--- src/rtl/ltt_pkg.sv ---
// ----------------------------------------------------------------------------
// ltt_pkg
// Shared widths, codes and types of the lease timeout table.
// ----------------------------------------------------------------------------
`timescale 1ns / 1ps
`default_nettype none

package ltt_pkg;

    // table geometry
    localparam int ENTRIES = 16;
    localparam int IDX_W   = (ENTRIES > 1) ? $clog2(ENTRIES) : 1;
    localparam int CNT_W   = $clog2(ENTRIES + 1);

    // field widths
    localparam int CMD_W     = 3;
    localparam int KEY_W     = 63;
    localparam int LEASE_W   = 64;
    localparam int TIME_W    = 32;
    localparam int INT_W     = 16;
    localparam int STATUS_W  = 2;
    localparam int CFG_IDX_W = 8;

    // command codes
    localparam logic [CMD_W-1:0] CMD_REGISTER   = 3'd0;
    localparam logic [CMD_W-1:0] CMD_UNREGISTER = 3'd1;
    localparam logic [CMD_W-1:0] CMD_RENEW      = 3'd2;
    localparam logic [CMD_W-1:0] CMD_LOOKUP     = 3'd3;
    localparam logic [CMD_W-1:0] CMD_TICK       = 3'd4;

    // status codes
    localparam logic [STATUS_W-1:0] ST_OK        = 2'd0;
    localparam logic [STATUS_W-1:0] ST_NOT_FOUND = 2'd1;
    localparam logic [STATUS_W-1:0] ST_FULL      = 2'd2;

    // configuration register indexes and reset values
    localparam logic [CFG_IDX_W-1:0] CFG_LEASE_INTERVAL = 8'd0;
    localparam logic [CFG_IDX_W-1:0] CFG_RENEW_INTERVAL = 8'd1;
    localparam logic [INT_W-1:0]     LEASE_INTERVAL_RST = 16'd60;
    localparam logic [INT_W-1:0]     RENEW_INTERVAL_RST = 16'd30;

    // one stored table entry
    typedef struct packed {
        logic [KEY_W-1:0]   key;
        logic [LEASE_W-1:0] lease;
        logic [TIME_W-1:0]  expiry;
        logic [TIME_W-1:0]  renew_at;
    } t_entry;

    localparam int ENTRY_W = $bits(t_entry);

    // interval settings
    typedef struct packed {
        logic [INT_W-1:0] lease_interval;
        logic [INT_W-1:0] renew_interval;
    } t_cfg;

    // one result word
    typedef struct packed {
        logic                      found;
        logic signed [LEASE_W-1:0] lease_id_out;
        logic                      lease_valid;
        logic                      renew_due;
        logic [STATUS_W-1:0]       status;
    } t_rsp_word;

endpackage

`default_nettype wire

--- src/rtl/ltt_cmd_if.sv ---
// ----------------------------------------------------------------------------
// ltt_cmd_if
// Command channel: valid/ready handshake with one command word.
// ----------------------------------------------------------------------------
`timescale 1ns / 1ps
`default_nettype none

interface ltt_cmd_if;
    logic                               valid;
    logic                               ready;
    logic [ltt_pkg::CMD_W-1:0]          command;
    logic [ltt_pkg::KEY_W-1:0]          chunk_id;
    logic signed [ltt_pkg::LEASE_W-1:0] new_lease_id;

    modport source (output valid, command, chunk_id, new_lease_id, input ready);
    modport sink   (input valid, command, chunk_id, new_lease_id, output ready);
endinterface

`default_nettype wire

--- src/rtl/ltt_rsp_if.sv ---
// ----------------------------------------------------------------------------
// ltt_rsp_if
// Result channel: valid/ready handshake with one result word.
// ----------------------------------------------------------------------------
`timescale 1ns / 1ps
`default_nettype none

interface ltt_rsp_if;
    logic                               valid;
    logic                               ready;
    logic                               found;
    logic signed [ltt_pkg::LEASE_W-1:0] lease_id_out;
    logic                               lease_valid;
    logic                               renew_due;
    logic [ltt_pkg::STATUS_W-1:0]       status;

    modport source (output valid, found, lease_id_out, lease_valid, renew_due, status,
                    input ready);
    modport sink   (input valid, found, lease_id_out, lease_valid, renew_due, status,
                    output ready);
endinterface

`default_nettype wire

--- src/rtl/ltt_cfg_if.sv ---
// ----------------------------------------------------------------------------
// ltt_cfg_if
// Configuration write channel: register index and write data.
// ----------------------------------------------------------------------------
`timescale 1ns / 1ps
`default_nettype none

interface ltt_cfg_if;
    logic                          valid;
    logic                          ready;
    logic [ltt_pkg::CFG_IDX_W-1:0] index;
    logic [ltt_pkg::INT_W-1:0]     data;

    modport source (output valid, index, data, input ready);
    modport sink   (input valid, index, data, output ready);
endinterface

`default_nettype wire

--- src/rtl/ltt_ram.sv ---
// ----------------------------------------------------------------------------
// ltt_ram
// Simple dual-port synchronous RAM, one write and one registered read port.
// ----------------------------------------------------------------------------
`timescale 1ns / 1ps
`default_nettype none

module ltt_ram #(
    parameter int WIDTH = 8,
    parameter int DEPTH = 16,
    parameter int AW    = (DEPTH > 1) ? $clog2(DEPTH) : 1
) (
    input  wire logic             i_clk,
    input  wire logic             i_we,
    input  wire logic [AW-1:0]    i_waddr,
    input  wire logic [WIDTH-1:0] i_wdata,
    input  wire logic             i_re,
    input  wire logic [AW-1:0]    i_raddr,
    output      logic [WIDTH-1:0] o_rdata
);

    logic [WIDTH-1:0] r_mem [DEPTH];
    logic [WIDTH-1:0] r_rdata;

    // write port
    always_ff @(posedge i_clk) begin
        if (i_we) begin
            r_mem[i_waddr] <= i_wdata;
        end
    end

    // registered read port
    always_ff @(posedge i_clk) begin
        if (i_re) begin
            r_rdata <= r_mem[i_raddr];
        end
    end

    assign o_rdata = r_rdata;

endmodule

`default_nettype wire

--- src/rtl/ltt_ctrl.sv ---
// ----------------------------------------------------------------------------
// ltt_ctrl
// Command sequencer: for table commands scans the entry memory, then updates and reports.
// ----------------------------------------------------------------------------
`timescale 1ns / 1ps
`default_nettype none

module ltt_ctrl (
    input  wire logic               i_clk,
    input  wire logic               i_rst_n,
    ltt_cmd_if.sink                 i_cmd,
    input  wire ltt_pkg::t_cfg      i_cfg,
    output      logic               o_res_valid,
    output      ltt_pkg::t_rsp_word o_res,
    input  wire logic               i_res_ready
);

    localparam logic [ltt_pkg::IDX_W-1:0] LAST_IDX = ltt_pkg::IDX_W'(ltt_pkg::ENTRIES - 1);
    localparam logic [ltt_pkg::CNT_W-1:0] END_CNT  = ltt_pkg::CNT_W'(ltt_pkg::ENTRIES);
    localparam int PAD_W = ltt_pkg::TIME_W - ltt_pkg::INT_W;

    typedef enum logic [2:0] {
        S_IDLE = 3'b001,
        S_SCAN = 3'b010,
        S_FIN  = 3'b100
    } t_state;

    t_state r_state, n_state;

    // latched command word
    logic [ltt_pkg::CMD_W-1:0]          r_command;
    logic [ltt_pkg::KEY_W-1:0]          r_key;
    logic signed [ltt_pkg::LEASE_W-1:0] r_lease;

    // scan pointers
    logic [ltt_pkg::CNT_W-1:0] r_rd_idx;
    logic                      r_chk_vld;
    logic [ltt_pkg::IDX_W-1:0] r_chk_idx;

    // scan results
    logic                      r_hit;
    logic [ltt_pkg::IDX_W-1:0] r_hit_idx;
    ltt_pkg::t_entry           r_hit_ent;
    logic                      r_free;
    logic [ltt_pkg::IDX_W-1:0] r_free_idx;

    // table occupancy and clock
    logic [ltt_pkg::ENTRIES-1:0] r_used;
    logic [ltt_pkg::TIME_W-1:0]  r_now;

    logic                      cmd_fire;
    logic                      res_fire;
    logic                      ram_re;
    logic [ltt_pkg::IDX_W-1:0] ram_raddr;
    logic                      ram_we;
    logic [ltt_pkg::IDX_W-1:0] ram_waddr;
    ltt_pkg::t_entry           ram_wdata;
    logic [ltt_pkg::ENTRY_W-1:0] ram_rdata;
    ltt_pkg::t_entry           rd_ent;
    logic                      chk_used;
    logic                      chk_hit;
    logic                      chk_free;
    logic                      scan_done;
    logic                      is_table_cmd;
    logic [ltt_pkg::TIME_W-1:0] d_exp;
    logic [ltt_pkg::TIME_W-1:0] d_ren;
    logic [ltt_pkg::TIME_W-1:0] new_expiry;
    logic [ltt_pkg::TIME_W-1:0] new_renew;

    assign i_cmd.ready  = (r_state == S_IDLE);
    assign cmd_fire     = i_cmd.valid && i_cmd.ready;
    assign o_res_valid  = (r_state == S_FIN);
    assign res_fire     = o_res_valid && i_res_ready;
    assign is_table_cmd = i_cmd.command inside {ltt_pkg::CMD_REGISTER, ltt_pkg::CMD_UNREGISTER,
                                                ltt_pkg::CMD_RENEW, ltt_pkg::CMD_LOOKUP};

    // entry memory
    ltt_ram #(
        .WIDTH (ltt_pkg::ENTRY_W),
        .DEPTH (ltt_pkg::ENTRIES),
        .AW    (ltt_pkg::IDX_W)
    ) u_ram (
        .i_clk   (i_clk),
        .i_we    (ram_we),
        .i_waddr (ram_waddr),
        .i_wdata (ram_wdata),
        .i_re    (ram_re),
        .i_raddr (ram_raddr),
        .o_rdata (ram_rdata)
    );

    assign rd_ent = ram_rdata;

    // scan read issue
    assign ram_re    = (r_state == S_SCAN) && (r_rd_idx < END_CNT);
    assign ram_raddr = r_rd_idx[ltt_pkg::IDX_W-1:0];

    // compare stage, in the cycle after the read is issued
    assign chk_used  = r_used[r_chk_idx];
    assign chk_hit   = (r_state == S_SCAN) && r_chk_vld && chk_used && !r_hit &&
                       (rd_ent.key == r_key);
    assign chk_free  = (r_state == S_SCAN) && r_chk_vld && !chk_used && !r_free;
    assign scan_done = r_chk_vld && (r_chk_idx == LAST_IDX);

    // new times from the current second
    assign new_expiry = r_now + {{PAD_W{1'b0}}, i_cfg.lease_interval};
    assign new_renew  = r_now + {{PAD_W{1'b0}}, i_cfg.renew_interval};

    // write back
    always_comb begin
        ram_we = 1'b0;
        if (res_fire) begin
            if (r_command == ltt_pkg::CMD_REGISTER) begin
                ram_we = r_hit || r_free;
            end else if (r_command == ltt_pkg::CMD_RENEW) begin
                ram_we = r_hit;
            end
        end
    end

    assign ram_waddr          = r_hit ? r_hit_idx : r_free_idx;
    assign ram_wdata.key      = r_key;
    assign ram_wdata.lease    = (r_command == ltt_pkg::CMD_REGISTER) ? $unsigned(r_lease)
                                                                     : r_hit_ent.lease;
    assign ram_wdata.expiry   = new_expiry;
    assign ram_wdata.renew_at = new_renew;

    // lookup time checks
    assign d_exp = r_now - r_hit_ent.expiry;
    assign d_ren = r_now - r_hit_ent.renew_at;

    // result word
    always_comb begin
        o_res = '0;
        case (r_command)
            ltt_pkg::CMD_REGISTER: begin
                o_res.found  = r_hit;
                o_res.status = (r_hit || r_free) ? ltt_pkg::ST_OK : ltt_pkg::ST_FULL;
            end
            ltt_pkg::CMD_UNREGISTER, ltt_pkg::CMD_RENEW: begin
                o_res.found  = r_hit;
                o_res.status = r_hit ? ltt_pkg::ST_OK : ltt_pkg::ST_NOT_FOUND;
            end
            ltt_pkg::CMD_LOOKUP: begin
                o_res.found        = r_hit;
                o_res.lease_id_out = r_hit ? $signed(r_hit_ent.lease) : '0;
                o_res.lease_valid  = r_hit && ((d_exp == '0) || d_exp[ltt_pkg::TIME_W-1]);
                o_res.renew_due    = !r_hit || !d_ren[ltt_pkg::TIME_W-1];
                o_res.status       = r_hit ? ltt_pkg::ST_OK : ltt_pkg::ST_NOT_FOUND;
            end
            default: begin
                o_res = '0;
            end
        endcase
    end

    // next state
    always_comb begin
        n_state = r_state;
        case (r_state)
            S_IDLE: begin
                if (cmd_fire) begin
                    n_state = is_table_cmd ? S_SCAN : S_FIN;
                end
            end
            S_SCAN: begin
                if (scan_done) begin
                    n_state = S_FIN;
                end
            end
            S_FIN: begin
                if (res_fire) begin
                    n_state = S_IDLE;
                end
            end
            default: begin
                n_state = S_IDLE;
            end
        endcase
    end

    // control registers
    always_ff @(posedge i_clk) begin
        if (!i_rst_n) begin
            r_state   <= S_IDLE;
            r_chk_vld <= 1'b0;
            r_hit     <= 1'b0;
            r_free    <= 1'b0;
            r_used    <= '0;
            r_now     <= '0;
            r_rd_idx  <= '0;
        end else begin
            r_state   <= n_state;
            r_chk_vld <= ram_re;
            if (cmd_fire) begin
                r_hit    <= 1'b0;
                r_free   <= 1'b0;
                r_rd_idx <= '0;
            end else begin
                if (ram_re) begin
                    r_rd_idx <= r_rd_idx + 1'b1;
                end
                if (chk_hit) begin
                    r_hit <= 1'b1;
                end
                if (chk_free) begin
                    r_free <= 1'b1;
                end
            end
            if (res_fire) begin
                case (r_command)
                    ltt_pkg::CMD_REGISTER: begin
                        if (!r_hit && r_free) begin
                            r_used[r_free_idx] <= 1'b1;
                        end
                    end
                    ltt_pkg::CMD_UNREGISTER: begin
                        if (r_hit) begin
                            r_used[r_hit_idx] <= 1'b0;
                        end
                    end
                    ltt_pkg::CMD_TICK: begin
                        r_now <= r_now + 1'b1;
                    end
                    default: begin
                    end
                endcase
            end
        end
    end

    // payload registers
    always_ff @(posedge i_clk) begin
        if (cmd_fire) begin
            r_command <= i_cmd.command;
            r_key     <= i_cmd.chunk_id;
            r_lease   <= i_cmd.new_lease_id;
        end
        r_chk_idx <= ram_raddr;
        if (chk_hit) begin
            r_hit_idx <= r_chk_idx;
            r_hit_ent <= rd_ent;
        end
        if (chk_free) begin
            r_free_idx <= r_chk_idx;
        end
    end

    // scan pointer never runs past the table
    a_scan_bound: assert property (@(posedge i_clk) disable iff (!i_rst_n)
        (r_state == S_SCAN) |-> (r_rd_idx <= END_CNT))
        else $error("scan pointer past table end");

    // a recorded hit always points at a used entry
    a_hit_used: assert property (@(posedge i_clk) disable iff (!i_rst_n)
        (r_state == S_FIN && r_hit) |-> r_used[r_hit_idx])
        else $error("hit on unused entry");

    // unregister hit frees its entry
    a_unreg_frees: assert property (@(posedge i_clk) disable iff (!i_rst_n)
        (res_fire && r_command == ltt_pkg::CMD_UNREGISTER && r_hit)
        |=> !r_used[$past(r_hit_idx)])
        else $error("unregister left entry used");

    // tick advances the seconds counter by one
    a_tick_step: assert property (@(posedge i_clk) disable iff (!i_rst_n)
        (res_fire && r_command == ltt_pkg::CMD_TICK) |=> (r_now == $past(r_now) + 1'b1))
        else $error("tick did not advance time");

endmodule

`default_nettype wire

--- src/rtl/lease_timeout_table.sv ---
// ----------------------------------------------------------------------------
// lease_timeout_table
// Bounded lease table keyed by chunk id, with expiry and renewal tracking.
// ----------------------------------------------------------------------------
//  channel   dir   handshake     word
//  i_cmd     in    valid/ready   command, chunk_id, new_lease_id
//  o_rsp     out   valid/ready   found, lease_id_out, lease_valid, renew_due, status
//  i_cfg     in    valid/ready   index, data (interval registers)
//
//  register, unregister, renew and lookup: accept, a scan of the entry memory
//  through its single read port, then update and result.
//  tick and unused codes skip the scan: accept, then update and result.
//  reset clears the used bits and the seconds counter and reloads the
//  default intervals at once.
//  a waiting result sits in the output register; a new word is accepted
//  meanwhile, and its finish cycle holds until the register frees.
// ----------------------------------------------------------------------------
`timescale 1ns / 1ps
`default_nettype none

module lease_timeout_table (
    input  wire logic i_clk,
    input  wire logic i_rst_n,
    ltt_cmd_if.sink   i_cmd,
    ltt_cfg_if.sink   i_cfg,
    ltt_rsp_if.source o_rsp
);

    ltt_pkg::t_cfg      r_cfg;
    ltt_pkg::t_rsp_word r_rsp;
    logic               r_rsp_valid;

    logic               res_valid;
    ltt_pkg::t_rsp_word res_word;
    logic               res_ready;

    // interval registers
    assign i_cfg.ready = 1'b1;

    always_ff @(posedge i_clk) begin
        if (!i_rst_n) begin
            r_cfg.lease_interval <= ltt_pkg::LEASE_INTERVAL_RST;
            r_cfg.renew_interval <= ltt_pkg::RENEW_INTERVAL_RST;
        end else if (i_cfg.valid && i_cfg.ready) begin
            if (i_cfg.index == ltt_pkg::CFG_LEASE_INTERVAL) begin
                r_cfg.lease_interval <= i_cfg.data;
            end else if (i_cfg.index == ltt_pkg::CFG_RENEW_INTERVAL) begin
                r_cfg.renew_interval <= i_cfg.data;
            end
        end
    end

    // sequencer and entry memory
    ltt_ctrl u_ctrl (
        .i_clk       (i_clk),
        .i_rst_n     (i_rst_n),
        .i_cmd       (i_cmd),
        .i_cfg       (r_cfg),
        .o_res_valid (res_valid),
        .o_res       (res_word),
        .i_res_ready (res_ready)
    );

    // output register
    assign res_ready = !r_rsp_valid || o_rsp.ready;

    always_ff @(posedge i_clk) begin
        if (!i_rst_n) begin
            r_rsp_valid <= 1'b0;
        end else if (res_valid && res_ready) begin
            r_rsp_valid <= 1'b1;
        end else if (o_rsp.ready) begin
            r_rsp_valid <= 1'b0;
        end
    end

    always_ff @(posedge i_clk) begin
        if (res_valid && res_ready) begin
            r_rsp <= res_word;
        end
    end

    assign o_rsp.valid        = r_rsp_valid;
    assign o_rsp.found        = r_rsp.found;
    assign o_rsp.lease_id_out = r_rsp.lease_id_out;
    assign o_rsp.lease_valid  = r_rsp.lease_valid;
    assign o_rsp.renew_due    = r_rsp.renew_due;
    assign o_rsp.status       = r_rsp.status;

endmodule

`default_nettype wire
--- src/flat_wrapper.sv ---
// flat-port wrapper written by rule: the top's interface ports become plain ports
module lease_timeout_table_flat 
  (i_clk, i_rst_n, i_cmd_valid, i_cmd_command, i_cmd_chunk_id, i_cmd_new_lease_id, i_cmd_ready, i_cfg_valid, i_cfg_index, i_cfg_data, i_cfg_ready, o_rsp_valid, o_rsp_found, o_rsp_lease_id_out, o_rsp_lease_valid, o_rsp_renew_due, o_rsp_status, o_rsp_ready);
  ltt_cmd_if i_cmd_i ();
  ltt_cfg_if i_cfg_i ();
  ltt_rsp_if o_rsp_i ();
  input  wire logic i_clk;
  input  wire logic i_rst_n;
  input wire logic [$bits(i_cmd_i.valid)-1:0] i_cmd_valid;
  input wire logic [$bits(i_cmd_i.command)-1:0] i_cmd_command;
  input wire logic [$bits(i_cmd_i.chunk_id)-1:0] i_cmd_chunk_id;
  input wire logic [$bits(i_cmd_i.new_lease_id)-1:0] i_cmd_new_lease_id;
  output wire logic [$bits(i_cmd_i.ready)-1:0] i_cmd_ready;
  input wire logic [$bits(i_cfg_i.valid)-1:0] i_cfg_valid;
  input wire logic [$bits(i_cfg_i.index)-1:0] i_cfg_index;
  input wire logic [$bits(i_cfg_i.data)-1:0] i_cfg_data;
  output wire logic [$bits(i_cfg_i.ready)-1:0] i_cfg_ready;
  output wire logic [$bits(o_rsp_i.valid)-1:0] o_rsp_valid;
  output wire logic [$bits(o_rsp_i.found)-1:0] o_rsp_found;
  output wire logic [$bits(o_rsp_i.lease_id_out)-1:0] o_rsp_lease_id_out;
  output wire logic [$bits(o_rsp_i.lease_valid)-1:0] o_rsp_lease_valid;
  output wire logic [$bits(o_rsp_i.renew_due)-1:0] o_rsp_renew_due;
  output wire logic [$bits(o_rsp_i.status)-1:0] o_rsp_status;
  input wire logic [$bits(o_rsp_i.ready)-1:0] o_rsp_ready;
  assign i_cmd_i.valid = i_cmd_valid;
  assign i_cmd_i.command = i_cmd_command;
  assign i_cmd_i.chunk_id = i_cmd_chunk_id;
  assign i_cmd_i.new_lease_id = i_cmd_new_lease_id;
  assign i_cmd_ready = i_cmd_i.ready;
  assign i_cfg_i.valid = i_cfg_valid;
  assign i_cfg_i.index = i_cfg_index;
  assign i_cfg_i.data = i_cfg_data;
  assign i_cfg_ready = i_cfg_i.ready;
  assign o_rsp_valid = o_rsp_i.valid;
  assign o_rsp_found = o_rsp_i.found;
  assign o_rsp_lease_id_out = o_rsp_i.lease_id_out;
  assign o_rsp_lease_valid = o_rsp_i.lease_valid;
  assign o_rsp_renew_due = o_rsp_i.renew_due;
  assign o_rsp_status = o_rsp_i.status;
  assign o_rsp_i.ready = o_rsp_ready;
  lease_timeout_table u_core (.i_clk(i_clk), .i_rst_n(i_rst_n), .i_cmd(i_cmd_i), .i_cfg(i_cfg_i), .o_rsp(o_rsp_i));
endmodule
--- config.mk ---
export PLATFORM = sky130hd
export DESIGN_NAME = lease_timeout_table_flat
export DESIGN_NICKNAME = d
export VERILOG_FILES = /design/src/rtl/ltt_pkg.sv /design/src/rtl/ltt_cmd_if.sv /design/src/rtl/ltt_rsp_if.sv /design/src/rtl/ltt_cfg_if.sv /design/src/rtl/ltt_ram.sv /design/src/rtl/ltt_ctrl.sv /design/src/rtl/lease_timeout_table.sv /design/src/flat_wrapper.sv
export SDC_FILE = /design/constraint.sdc
export NUM_CORES = 2
export LEC_CHECK = 0
export BUFFER_PORTS_ARGS = -buffer_cell sky130_fd_sc_hd__buf_2
export CAP_MARGIN = 20
export CORE_MARGIN = 2
export CORE_UTILIZATION = 55
export DETAILED_ROUTE_END_ITERATION = 6
export GPL_ROUTABILITY_DRIVEN = 0
export PLACE_DENSITY_LB_ADDON = 0.3
export SLEW_MARGIN = 20
export SYNTH_ARGS = -nofsm -noshare
export SYNTH_HDL_FRONTEND = slang
export SYNTH_SLANG_ARGS = --single-unit
--- constraint.sdc ---
create_clock -name i_clk -period 17.14 [get_ports i_clk]
set_input_delay 0.857 -clock i_clk [delete_from_list [all_inputs] [get_ports i_clk]]
set_output_delay 0.857 -clock i_clk [all_outputs]
set_load 0.02 [all_outputs]
[Yosys cells after proc, flatten, opt, wreduce, memory -nomap -nowiden]
Memory sizes are Yosys's and may differ from the RTL's. A register that Yosys moved wholly into a read port is not among the register bits.
Cells that the tools add are included.
Storage, ports and cells
  bits in registers: 431
  RAM bits: 3056
  bits of input ports: 159
  output and inout bits: 72
  logic and storage cells: 125
  memories: 1
Memory list
  u_core.u_ctrl.u_ram.r_mem: depth 16, width 191, rd ports 1, clocked after Yosys merged registers in 1, wr ports 1, line ltt_ram.sv:22  | logic [WIDTH-1:0] r_mem [DEPTH];
Operators by class
  $add $sub $neg: 6
  $lt $le $gt $ge: 6
  eq/ne operators: 18
  muxes and demuxes: 26
  bitwise gates (word level): 5
  reductions and logical operators: 39
Operators by type and width (count)
  $add 32x16->32: 2
  $mux 64: 1
  $sub 32x32->32: 2
  $eq 63x63->1: 1
  $add 32x1->32 const B: 1
  $logic_not 32->1: 1
  $mux 16: 2
  $pmux 16 s2: 1
  $and 16x16->16: 1
  $not 16->16: 1
  $or 16x16->16: 1
  $eq 3x2->1 const B: 5
  $lt 4x5->1 const B: 3
  $logic_and 1x1->1: 14
  $mux 3: 4
  $mux 1: 11
  $eq 3x1->1 const B: 3
  $pmux 3 s3: 1
  $demux 1 s4: 2
  $eq 8x1->1 const B: 1
  $ge 4x1->1 const B: 2
  $logic_not 8->1: 1
  $eq 3x3->1 const B: 2
  $logic_not 3->1: 2
  20 further kinds: 35

[Longest topological paths before layout]
  word-level depth: 8
  gate-level depth with buffers: 13
  depth with buffers taken out: 12

[Hierarchy]
A second synthesis with hierarchy kept.
Unflattened totals
  cell total of the unflattened synthesis: 6706
  area total of the unflattened synthesis: 141517.0 um^2
By module, submodules not included
  ltt_ram: times used 1, cells each 4983, area an instance 120448.0 um^2, seq. area each 97503.5 um^2
  ltt_ctrl: times used 1, cells each 1519, area an instance 17654.4 um^2, seq. area each 9248.9 um^2
  lease_timeout_table: times used 1, cells each 204, area an instance 3414.5 um^2, seq. area each 2732.6 um^2

[Worst setup path before layout]
Ideal clock, no wire load.
  path type: reg2reg
  from: register u_core.u_ctrl.r_state[0]
  to: register u_core.u_ctrl.r_rd_idx[3] (netlist name)
  setup time: 0.065 ns
  arrival: 15.129 ns
  required time: 17.075 ns
  slack: 1.945 ns
  cell stages (with the launch flop): 6
  buffers on the path: 0
  clock period less this slack: 15.195 ns
  cells stage by stage: dfxtp_1 > nand2b_1 > nor3_1 > nand4_1 > xor2_1 > nor2_1
Between the ends
  elaborated cells on any way between the ends: 5
  those cells by class: eq/ne (2); reduce/logical (3)
RTL lines
  start: declaration: line ltt_ctrl.sv:28  | t_state r_state, n_state;
  start signal: assignment: line ltt_ctrl.sv:193  | r_state <= n_state;
  $eq 3x2->1: line ltt_ctrl.sv:95  | assign ram_re = (r_state == S_SCAN) && (r_rd_idx < END_CNT);
  $logic_and 1x1->1: line ltt_ctrl.sv:95
  via u_core.u_ctrl.ram_re: line ltt_ctrl.sv:53  | logic ram_re;
  end signal: assignment: line ltt_ctrl.sv:201  | r_rd_idx <= r_rd_idx + 1'b1;
  end: declaration: line ltt_ctrl.sv:36  | logic [ltt_pkg::CNT_W-1:0] r_rd_idx;
The timed path passes the listed nets, and every way through them passes these cells.
A chain may end at the register's enable or synchronous reset.

[Worst setup path after layout]
  from: register u_core.u_ctrl.r_hit
  to: memory u_core.u_ctrl.u_ram.r_mem[7][159] (netlist name) (enable)
Between the ends
  cells in the longest elaborated chain, start to end: 5
  elaborated cells on any way between the ends: 7
  those cells by class: mux (6); reduce/logical (1)
RTL lines
  start: declaration: line ltt_ctrl.sv:41  | logic r_hit;
  start signal: assignment: line ltt_ctrl.sv:187  | r_hit <= 1'b0;
  start signal: assignment: line ltt_ctrl.sv:196  | r_hit <= 1'b0;
  start signal: assignment: line ltt_ctrl.sv:204  | r_hit <= 1'b1;
  $mux 1 / $logic_or 1x1->1 (equally long branches): line ltt_ctrl.sv:115, ltt_ctrl.sv:114
  $mux 1: line ltt_ctrl.sv:113  | if (r_command == ltt_pkg::CMD_REGISTER) begin
  $mux 1: line ltt_ctrl.sv:112  | if (res_fire) begin
  $mux 1: line ltt_ram.sv:27  | if (i_we) begin
  $mux 1 (not written as such): line ltt_ram.sv:28  | r_mem[i_waddr] <= i_wdata;
  end: declaration: line ltt_ram.sv:22
Several ways; a longest one is shown, not always the timed one.

==> impl_metrics.env <==
export IMPL_outcome="finished with violations"
export IMPL_violations="DRC"
export IMPL_fin_nets=7007
export IMPL_clk_path_buf_depth=4
export IMPL_area_growth_pct=13.10
export IMPL_hpwl_um=164900
export IMPL_crit_path_max_fanout=48
export IMPL_path_delay_family="buffers and inverters"
export IMPL_synth_top_area_cell="edfxtp_1"
export IMPL_grt_max_degree=125
export IMPL_power_leakage_uw=0.05136
export IMPL_via_count=67183
export IMPL_rows=186
export IMPL_fmax_mhz=166.8
export IMPL_crit_top_cell="buf_4"
export IMPL_period_share_pct=34.97
export IMPL_critical_path_required_ps=17730
export IMPL_ios=231
export IMPL_cp_buffers_inverters=3
export IMPL_cts_buffers=373
export IMPL_cts_max_level=5
export IMPL_dr_pass1_iters=7
export IMPL_vias_per_cell=6.447
export IMPL_die_w_um=511.3
export IMPL_synthTopCellsByCount="edfxtp_1, mux4_2, clkbuf_1, inv_1, nand2_1"
export IMPL_wire_per_inst_um=31.38
export IMPL_start_kind="flip-flop"
export IMPL_drcViolationCount=3
export IMPL_setup_viol=0
export IMPL_clock_latency_ps=990
export IMPL_cts_tree="yes"
export IMPL_dp_cells=9723
export IMPL_grt_pass1_vias=68697
export IMPL_finalSetupTns_ps=0
export IMPL_netlist_instances=6270
export IMPL_powerDensity_mw_per_mm2=114.6
export IMPL_holdWs_ps=57.59
export IMPL_synth_cell_types=89
export IMPL_peakVddDrop_mv=0.1065
export IMPL_relSlewSlack_pct=20.09
export IMPL_grt_usage_pct=25.03
export IMPL_drtAntennaViolNets=0
export IMPL_synthTopCellsByArea="edfxtp_1, mux4_2, dfxtp_1"
export IMPL_max_cap_violations=0
export IMPL_yosysSeqAreaShare_pct=77.36
export IMPL_antenna_found_initial=13
export IMPL_end_kind="flip-flop"
export IMPL_rsz0062_at_grt="false"
export IMPL_worstPathArrival_ps=6580
export IMPL_drtIter0Drc=8914
export IMPL_syn_area_mm2=0.1415
export IMPL_path_cells="a21oi_1, nor4_1, nand2_1, nor2_4, buf_4, buf_4, buf_4"
export IMPL_yosysTopAreaCellShare_pct=76.00
export IMPL_async_reset_ff_share_pct=0
export IMPL_worstMarginPinSlew_ps=1199
export IMPL_min_path_type="primary input to flip-flop"
export IMPL_clock_sinks=3678
export IMPL_cp_slowest_stage_delay_ps=1070
export IMPL_hold_violations=0
export IMPL_post_place_ws_ps=11040
export IMPL_dpl_cell_area_mm2=0.1471
export IMPL_final_area_mm2=0.1601
export IMPL_cts_clk_slew_worst_paths_ps=60
export IMPL_initial_utilization_pct=55.19
export IMPL_synth_most_common_cell="edfxtp_1"
export IMPL_core_area_mm2=0.2565
export IMPL_clockRootBuffer="clkbuf_16"
export IMPL_fin_ws_ps=11150
export IMPL_drive_gt1_share_pct=28.73
export IMPL_grt_pass1_wl_um=476400
export IMPL_overflow=0
export IMPL_synth_nets=6527
export IMPL_cts_setup_buffers=0
export IMPL_slowest_stage="dfxtp_1"
export IMPL_die_y_um=511.3
export IMPL_synth_edf_count=3582
export IMPL_yosys_warnings=0
export IMPL_finClkSkew_ps=92.68
export IMPL_portBuffers=229
export IMPL_routed_wl_um=327000
export IMPL_fin_cells=10421
export IMPL_syn_avg_cell_area_um2=22.57
export IMPL_die_area_mm2=0.2614
export IMPL_worstSetupPathType="flip-flop to flip-flop"
export IMPL_ys_seq_elements=3678
export IMPL_drv_slew=0
export IMPL_ys_flop_type="edfxtp_1"
export IMPL_fin_crit_ps=5994
## worst reg2reg max path, stage by stage, from the launching register on
cell     delay [ps]
dfxtp_1        1070
a21oi_1         120
nor4_1          580
nand2_1         440
nor2_4          490
buf_4           910
buf_4           980
buf_4           970
## report_power, final
group / switching [uW] / leakage [uW] / internal, uW / total (uW)
clock: 3330 / 0.00601 / 4930 / 8260
combinational: 108 / 0.0113 / 63.0 / 171
sequential: 63.2 / 0.0341 / 9840 / 9910
total: 3500 / 0.0514 / 14800 / 18300
## cell usage in the layout (no fill, tap or decap), types with 32 or more instances in the layout
master	synthesis	final
edfxtp_1	3582	3582
mux4_2	960	960
clkbuf_16	0	378
buf_2	5	229
buf_4	4	117
inv_1	116	114
nand2_1	105	105
ha_1	95	95
and2_1	92	92
dfxtp_1	96	92
nor2_1	102	85
clkinv_2	0	67
clkinv_1	0	66
mux2_2	65	65
xnor2_1	77	64
bufinv_16	0	60
a21oi_1	56	56
clkbuf_1	194	50
o21ai_0	49	48
nand3_1	45	45
mux2i_1	39	39
nor2b_1	37	37
xor2_1	54	35
dlygate4sd3_1	0	35
nand4_1	33	33
nor3_1	35	32
## cell type report
cell class | count | area [um2]
fill | 16669 | 96390
timing repair buffer | 396 | 2683
tap | 3384 | 4234
antenna | 3 | 7.507
inverter | 116 | 442.9
multi-input combinational | 2185 | 30840
sequential | 3678 | 109500
clock inverter | 231 | 2718
clock buffer | 428 | 9647
## repair_timing
item / CTS / global route
hold endpoints to repair: 35 / 0
resized for setup: 0 / 0
hold buffers: 35 / 0
## worst paths after layout
path                                                                start                                          end  slack (ps)  cells past startpoint
worst max-delay path                     u_core.u_ctrl.r_hit$_SDFFE_PP0P_  u_core.u_ctrl.u_ram.r_mem[7][159]$_DFFE_PP_       11150                      7
worst min-delay path                               i_cmd_new_lease_id[51]          u_core.u_ctrl.r_lease[51]$_DFFE_PP_          60                      1
worst max register to register           u_core.u_ctrl.r_hit$_SDFFE_PP0P_  u_core.u_ctrl.u_ram.r_mem[7][159]$_DFFE_PP_       11150                      7
worst min register to register  u_core.u_ctrl.u_ram.o_rdata[33]$_DFFE_PP_        u_core.u_ctrl.r_hit_ent[33]$_DFFE_PP_         390                      0
## metrics by stage
step	power [uW]	utilization [%]
floorplan	10160	-
global placement	10250	57.36
detailed placement	10260	57.37
CTS	18440	62.33
global route	18790	62.41
finish	18340	62.42
## per-layer routing
metal / track usage, % / wire, um
met1: 35.34 / 128600
met2: 41.07 / 163700
met3: 3.639 / 25110
met4: 7.657 / 9577
met5: 0 / 23
## sequential cells by signal, summed over array words and instances (netlist names), 5 cells and up
| register | count |
|---|---|
| u_core.o_rsp.lease_id_out | 64 |
| u_core.r_cfg | 32 |
| u_core.u_ctrl.r_hit_ent | 128 |
| u_core.u_ctrl.r_key | 63 |
| u_core.u_ctrl.r_lease | 64 |
| u_core.u_ctrl.r_now | 32 |
| u_core.u_ctrl.r_rd_idx | 5 |
| u_core.u_ctrl.r_used | 16 |
| u_core.u_ctrl.u_ram.o_rdata | 191 |
| u_core.u_ctrl.u_ram.r_mem | 3056 |
## cell families (layout without fill, tap and decap cells)
family | after synthesis | count (layout) | share of synthesized area (%)
DFF | 3678 | 3678 | 77.36
buffers and inverters | 407 | 1171 | 1.121
and+or+nand+nor | 576 | 576 | 2.192
other | 1 | 4 | 0.002650
adders and majority gates | 98 | 98 | 0.8823
xor gates and xnor gates | 131 | 131 | 0.8107
AOI/OAI and AO/OA | 315 | 315 | 1.563
muxes | 1064 | 1064 | 16.07
Power figures use the tool's default switching activity.
